## src/hdl/umtc_pkg.sv

```systemverilog
// Shared types, constants and the soft-threshold weight curve for the
// unsharp-mask combine block. No dependencies.
`default_nettype none

package umtc_pkg;

    localparam int unsigned NUM_STAGES = 6;
    localparam int unsigned CFG_INDEX_W = 2;
    localparam int unsigned CFG_DATA_W = 9;

    localparam logic [CFG_INDEX_W-1:0] CFG_AMOUNT    = 2'd0;
    localparam logic [CFG_INDEX_W-1:0] CFG_THRESHOLD = 2'd1;

    localparam logic [14:0] WEIGHT_DIVISOR = 15'd25500;
    // floor(2^40 / 25500); the quotient is at most one short after the shift.
    localparam logic [25:0] RECIP_MULT  = 26'd43118103;
    localparam int unsigned RECIP_SHIFT = 40;

    localparam int unsigned WEIGHT_HALF_LEN = 54;
    localparam logic [7:0] WEIGHT_HALF [0:WEIGHT_HALF_LEN-1] = '{
        8'd128, 8'd135, 8'd142, 8'd150, 8'd157, 8'd164, 8'd171, 8'd177, 8'd183, 8'd189,
        8'd195, 8'd200, 8'd205, 8'd209, 8'd214, 8'd217, 8'd221, 8'd224, 8'd227, 8'd230,
        8'd233, 8'd235, 8'd237, 8'd239, 8'd241, 8'd242, 8'd243, 8'd245, 8'd246, 8'd247,
        8'd248, 8'd248, 8'd249, 8'd250, 8'd250, 8'd251, 8'd251, 8'd252, 8'd252, 8'd252,
        8'd253, 8'd253, 8'd253, 8'd253, 8'd254, 8'd254, 8'd254, 8'd254, 8'd254, 8'd254,
        8'd254, 8'd254, 8'd254, 8'd254
    };

    typedef struct packed {
        logic [NUM_STAGES-1:0] load;
    } umtc_ctrl_t;

    // Sigmoid weight of k = |diff| - threshold, using point symmetry about 127.5.
    function automatic logic [7:0] weight_of(input logic signed [8:0] k);
        logic [8:0] kabs;
        logic [7:0] mag;
        logic [7:0] w;
        kabs = k[8] ? 9'(-k) : 9'(k);
        mag  = kabs[7:0];
        if (mag < 8'(WEIGHT_HALF_LEN)) begin
            w = WEIGHT_HALF[mag[5:0]];
        end else begin
            w = 8'd255;
        end
        if (k[8]) begin
            w = 8'd255 - w;
        end
        return w;
    endfunction

endpackage

`default_nettype wire

```

## src/hdl/unsharp_mask_threshold_combine.sv

```systemverilog
// Top level of the unsharp-mask combine block: stream ports, configuration
// registers, pipeline control and three umtc_lane instances. Uses umtc_pkg.
`default_nettype none

// Each word on the slave side is one RGBA pixel with its blurred RGB values; the
// master side returns the sharpened RGBA pixel at the end of the pipeline. The block takes
// one word per clock and sustains that rate as long as m_tready stays high; the
// six register stages (difference, weight lookup and first multiply, second
// multiply, reciprocal multiply, quotient correction, clamp) set the latency.
// When the output stalls, empty stages still fill, so s_tready falls only once
// every stage holds a word. Write amount and threshold only while no pixels are
// in flight; the configuration port is always ready.
module unsharp_mask_threshold_combine (
    input  wire logic                                 aclk,
    input  wire logic                                 aresetn,
    input  wire logic                                 s_tvalid,
    output logic                                      s_tready,
    // orig_red, orig_green, orig_blue, orig_alpha, blur_red, blur_green, blur_blue
    input  wire logic [55:0]                          s_tdata,
    output logic                                      m_tvalid,
    input  wire logic                                 m_tready,
    // sharp_red, sharp_green, sharp_blue, sharp_alpha
    output logic [31:0]                               m_tdata,
    input  wire logic                                 cfg_valid,
    output logic                                      cfg_ready,
    input  wire logic [umtc_pkg::CFG_INDEX_W-1:0]     cfg_index,
    input  wire logic [umtc_pkg::CFG_DATA_W-1:0]      cfg_data
);
    import umtc_pkg::*;

    logic [8:0]            amount_reg;
    logic [7:0]            threshold_reg;
    logic [NUM_STAGES-1:0] valid_reg, valid_next;
    logic [NUM_STAGES-1:0] ready;
    logic [7:0]            alpha_reg [0:NUM_STAGES-1];
    umtc_ctrl_t            ctrl;
    logic [7:0]            sharp_red, sharp_green, sharp_blue;

    assign cfg_ready = 1'b1;

    always_ff @(posedge aclk) begin
        if (!aresetn) begin
            amount_reg    <= '0;
            threshold_reg <= '0;
        end else if (cfg_valid) begin
            unique case (cfg_index)
                CFG_AMOUNT:    amount_reg    <= cfg_data[8:0];
                CFG_THRESHOLD: threshold_reg <= cfg_data[7:0];
                default: ;
            endcase
        end
    end

    always_comb begin
        ready[NUM_STAGES-1] = !valid_reg[NUM_STAGES-1] || m_tready;
        for (int i = NUM_STAGES - 2; i >= 0; i--) begin
            ready[i] = !valid_reg[i] || ready[i+1];
        end
        valid_next[0] = ready[0] ? s_tvalid : valid_reg[0];
        for (int i = 1; i < NUM_STAGES; i++) begin
            valid_next[i] = ready[i] ? valid_reg[i-1] : valid_reg[i];
        end
        ctrl.load = ready;
    end

    always_ff @(posedge aclk) begin
        if (!aresetn) begin
            valid_reg <= '0;
        end else begin
            valid_reg <= valid_next;
        end
    end

    always_ff @(posedge aclk) begin
        if (ready[0]) begin
            alpha_reg[0] <= s_tdata[31:24];
        end
        for (int i = 1; i < NUM_STAGES; i++) begin
            if (ready[i]) begin
                alpha_reg[i] <= alpha_reg[i-1];
            end
        end
    end

    umtc_lane u_lane_red (
        .aclk      (aclk),
        .ctrl      (ctrl),
        .amount    (amount_reg),
        .threshold (threshold_reg),
        .orig      (s_tdata[7:0]),
        .blur      (s_tdata[39:32]),
        .sharp     (sharp_red)
    );

    umtc_lane u_lane_green (
        .aclk      (aclk),
        .ctrl      (ctrl),
        .amount    (amount_reg),
        .threshold (threshold_reg),
        .orig      (s_tdata[15:8]),
        .blur      (s_tdata[47:40]),
        .sharp     (sharp_green)
    );

    umtc_lane u_lane_blue (
        .aclk      (aclk),
        .ctrl      (ctrl),
        .amount    (amount_reg),
        .threshold (threshold_reg),
        .orig      (s_tdata[23:16]),
        .blur      (s_tdata[55:48]),
        .sharp     (sharp_blue)
    );

    assign s_tready = ready[0];
    assign m_tvalid = valid_reg[NUM_STAGES-1];
    assign m_tdata  = {alpha_reg[NUM_STAGES-1], sharp_blue, sharp_green, sharp_red};

endmodule

`default_nettype wire

```

## src/hdl/umtc_lane.sv

```systemverilog
// Six-stage datapath for one color channel: difference, weight lookup,
// two multiplies, reciprocal division by 25500 and clamp. Uses umtc_pkg.
`default_nettype none

module umtc_lane (
    input  wire logic                 aclk,
    input  wire umtc_pkg::umtc_ctrl_t ctrl,
    input  wire logic [8:0]           amount,
    input  wire logic [7:0]           threshold,
    input  wire logic [7:0]           orig,
    input  wire logic [7:0]           blur,
    output logic [7:0]                sharp
);
    import umtc_pkg::*;

    logic [7:0]        o1_reg, o2_reg, o3_reg, o4_reg, o5_reg;
    logic              neg1_reg, neg2_reg, neg3_reg, neg4_reg, neg5_reg;
    logic [7:0]        mag1_reg;
    logic signed [8:0] k1_reg;
    logic [7:0]        w2_reg;
    logic [16:0]       ma2_reg;
    logic [24:0]       x3_reg, x4_reg;
    logic [10:0]       q4_reg, q5_reg;
    logic [7:0]        sharp_reg;

    logic signed [8:0] diff;
    logic [7:0]        mag;
    logic [50:0]       recip_prod;
    logic [25:0]       back_prod;
    logic [24:0]       remainder;
    logic signed [12:0] sum;
    logic [7:0]        sharp_next;

    always_comb begin
        diff = $signed({1'b0, orig}) - $signed({1'b0, blur});
        mag  = diff[8] ? 8'(-diff) : diff[7:0];
        recip_prod = 51'(x3_reg) * 51'(RECIP_MULT);
        back_prod  = 26'(q4_reg) * 26'(WEIGHT_DIVISOR);
        remainder  = x4_reg - back_prod[24:0];
        if (neg5_reg) begin
            sum = $signed({5'd0, o5_reg}) - $signed({2'd0, q5_reg});
        end else begin
            sum = $signed({5'd0, o5_reg}) + $signed({2'd0, q5_reg});
        end
        if (sum < 0) begin
            sharp_next = 8'd0;
        end else if (sum > 13'sd255) begin
            sharp_next = 8'd255;
        end else begin
            sharp_next = sum[7:0];
        end
    end

    always_ff @(posedge aclk) begin
        if (ctrl.load[0]) begin
            o1_reg   <= orig;
            neg1_reg <= diff[8];
            mag1_reg <= mag;
            k1_reg   <= $signed({1'b0, mag}) - $signed({1'b0, threshold});
        end
        if (ctrl.load[1]) begin
            o2_reg   <= o1_reg;
            neg2_reg <= neg1_reg;
            w2_reg   <= weight_of(k1_reg);
            ma2_reg  <= 17'(mag1_reg) * 17'(amount);
        end
        if (ctrl.load[2]) begin
            o3_reg   <= o2_reg;
            neg3_reg <= neg2_reg;
            x3_reg   <= 25'(ma2_reg) * 25'(w2_reg);
        end
        if (ctrl.load[3]) begin
            o4_reg   <= o3_reg;
            neg4_reg <= neg3_reg;
            x4_reg   <= x3_reg;
            q4_reg   <= recip_prod[RECIP_SHIFT +: 11];
        end
        if (ctrl.load[4]) begin
            o5_reg   <= o4_reg;
            neg5_reg <= neg4_reg;
            q5_reg   <= q4_reg + 11'(remainder >= 25'(WEIGHT_DIVISOR));
        end
        if (ctrl.load[5]) begin
            sharp_reg <= sharp_next;
        end
    end

    assign sharp = sharp_reg;

endmodule

`default_nettype wire

```

## config.mk

```make
export PLATFORM = sky130hd
export DESIGN_NAME = unsharp_mask_threshold_combine
export DESIGN_NICKNAME = d
export VERILOG_FILES = /design/src/hdl/umtc_pkg.sv /design/src/hdl/unsharp_mask_threshold_combine.sv /design/src/hdl/umtc_lane.sv
export SDC_FILE = /design/constraint.sdc
export NUM_CORES = 2
export LEC_CHECK = 0
export BUFFER_PORTS_ARGS = -buffer_cell sky130_fd_sc_hd__buf_2
export CORE_UTILIZATION = 37
export DETAILED_ROUTE_END_ITERATION = 12
export PLACE_DENSITY = 0.53
export SETUP_SLACK_MARGIN = 0.15
export SLEW_MARGIN = 20
export SYNTH_ARGS = -nofsm -noshare
export SYNTH_HDL_FRONTEND = slang
export SYNTH_SLANG_ARGS = --single-unit
```

## constraint.sdc

```tcl
create_clock -name aclk -period 23 [get_ports aclk]
set_clock_uncertainty 0.15 [all_clocks]
set_input_delay 5.75 -clock aclk [delete_from_list [all_inputs] [get_ports aclk]]
set_output_delay 5.75 -clock aclk [all_outputs]
set_load 0.005 [all_outputs]
```

==> results.md <==
- Starting Density: 37.3%
- Worst hold stages: 0
- Status: finished clean
- Fraction of layout cells with a size suffix above 1: 3.89%
- Crit end category: output port
- Average wire per standard cell: 17.7 um
- Most frequent cell after synthesis: inv_1
- Critical path type: in -> out
- Worst Path Arrival: 7.73 ns
- Synthesized area: 83100 um^2
- H-tree levels: 3
- Maxcap violations: 0
- Largest net degree at the start of global routing: 78
- Buffers on Ports: 105
- Syn Nets: 10700
- Peak Freq: 0.0734 GHz
- Vias in the first global route: 58400
- Worst R2R Path Depth: 28
- Floorplan row count: 173
- GRT Total Usage: 18.0%
- Synth async-reset ratio: 0%
- Die Ht: 476 um
- Worst hold start: u_lane_green.neg2_reg$_DFFE_PP_
- CTS tree: done
- Iteration-0 DRC Markers: 2524
- Slew Limit Fails: 0
- DR pass1 iterations: 5
- Cells after synthesis: 7949
- DR DRC count: 0
- Post-DRT Antenna Nets: 0
- Hold Fails Final Rpt: 0
- Largest register FFs: 48
- Syn avg cell area: 10.5 um^2
- Reg clk slew, reported paths: 0.06 ns
- Num CTS Buffers: 73
- Hold Crit Endpoint: u_lane_green.neg3_reg$_DFFE_PP_
- CTS root buffer: clkbuf_16
- Slew headroom: 25.1%
- GPL Wtd Cong: 0.898
- DRT Wirelength: 197000 um
- Critical Path RT: 17.10 ns
- Post-synth top area share: 29.1%
- Fin crit period: 13.63 ns
- Critical path startpoint category: primary input
- Netlist cell types: 84
- Final TNS setup: 0 ns
- Post-route clock period utilization: 59.2%
- Post-synth top flop: edfxtp_1
- Setup slack, reg-to-reg: 14.64 ns
- Area contributors post-synth: fa_1 29%, ha_1 22%, edfxtp_1 20%, inv_1 8.2%, xnor2_1 2.5%
- Postcts setup bufs: 0
- Clock sink count: 566
- FF+latch count, synth: 566
- Drt via density: 4.88
- I/O pin count: 107
- DP HPWL: 164000 um
- Synth top cells by count: 1813 x inv_1, 1443 x ha_1, 1209 x fa_1
- Area Overhead vs Synth: 7.93%
- Hold Path Class: reg -> reg
- Core Box Area: 223000 um^2
- Die Wd: 476 um
- Clock latency on the worst-skew pair: 0.73 ns
- First-pass GRT wire length: 320000 um
- # setup viols final: 0
- Cell taking the most area after synthesis: fa_1
- Final nets: 10800
- GRT overflow: 0
- Routed via count: 54100
- # hold bufs at CTS: 0
- RSZ-0062 raised after global routing: false
- Post_cts resized: 0
- End of the worst register-to-register path: u_lane_green.q5_reg[10]$_DFFE_PP_
- Worst Path Max Fanout: 36
- Initial antenna violation count: 13
- CTS Buffer Depth: 3
- Post-synth EDFFs: 543
- Synth warn: 0
- Worst r2r src: u_lane_green.q4_reg[2]$_DFFE_PP_
- Worst Setup SP: m_tready
- Sequential share of the synthesized area: 20.2%
- Worst-margin pin slew: 1.12 ns
- Die area: 227000 um^2
worst max-delay path by stage:
stage | endpoint | slack [ns]
5_1_grt | s_tready | 9.17
3_3_place_gp | s_tready | 9.38
2_1_floorplan | s_tready | 8.74
6_report | s_tready | 9.37
4_1_cts | s_tready | 9.34
3_5_place_dp | s_tready | 9.34
critical path, stage by stage:
cell and delay, ns:
buf_2 0.09, nor2b_1 0.36, and3_1 0.34, and2_1 0.41, nand3_4 0.46, buf_2 0.29
cells in the final DEF, fill, tap and decap left out, types with 23 or more instances in the layout:
| cell | instances |
|---|---|
| clkbuf_16 | 74 |
| o21ai_0 | 166 |
| dfxtp_1 | 23 |
| or2_2 | 28 |
| nand2_1 | 492 |
| nor2_1 | 209 |
| o211ai_1 | 23 |
| nor3_1 | 81 |
| o31ai_1 | 26 |
| mux2i_1 | 33 |
| nand2b_1 | 34 |
| inv_1 | 1810 |
| o21bai_1 | 58 |
| ha_1 | 1443 |
| nor2b_1 | 59 |
| edfxtp_1 | 543 |
| xnor2_1 | 229 |
| and3_1 | 33 |
| a211oi_1 | 38 |
| a21oi_1 | 335 |
| and2_1 | 321 |
| o21a_1 | 47 |
| nand4_1 | 33 |
| a31oi_1 | 31 |
| buf_2 | 105 |
| xor2_1 | 116 |
| fa_1 | 1209 |
| nand3_1 | 57 |
| buf_4 | 25 |
| a21o_1 | 118 |
per-stage QoR:
stage	std cells	area, um^2	util (%)	setup WS, ns	hold slack, ns
2_1_floorplan	7949	83100	-	8.74	0.250
3_5_place_dp	10900	87200	39.1	9.34	0.255
6_report	11100	89700	40.3	9.37	0.242
3_3_place_gp	10900	87200	39.1	9.38	0.251
4_1_cts	11100	89700	40.3	9.34	0.252
5_1_grt	11100	89700	40.3	9.17	0.265
logic make-up (layout without fill, tap and decap cells):
group | count (synthesis) | in the layout | synth area share (%)
AOI/OAI and AO/OA | 999 | 999 | 7.70
xor gates and xnor gates | 349 | 349 | 3.68
adders and majority gates | 2652 | 2652 | 50.8
buffers and inverters | 1922 | 2077 | 8.68
DFF | 566 | 566 | 20.2
muxes | 37 | 37 | 0.452
other | 1 | 3 | 0.00451
and+or+nand+nor | 1423 | 1423 | 8.47
cell type report:
cell class	count	area [um^2]
antenna	2	5.00
clock buffer	81	1880
clock inverter	52	613
fill	21600	133000
inverter	1814	6820
multi-input combinational	5461	59200
sequential	566	16800
tap	2975	3720
timing repair buffer	130	713
routing by layer:
metal | wire (um) | up-vias | part of all wire (%) | GRT usage, %
met5 | 0 | - | 0 | 0
met3 | 7750 | 178 | 3.9 | 2.12
met1 | 93000 | 27100 | 47 | 25.1
li1 | - | 26000 | - | -
met4 | 3450 | 0 | 1.8 | 3.82
met2 | 92300 | 859 | 47 | 30.1
Power is not shown: default switching activity piles up to over one toggle a cycle in this logic, so the estimate is an artifact.
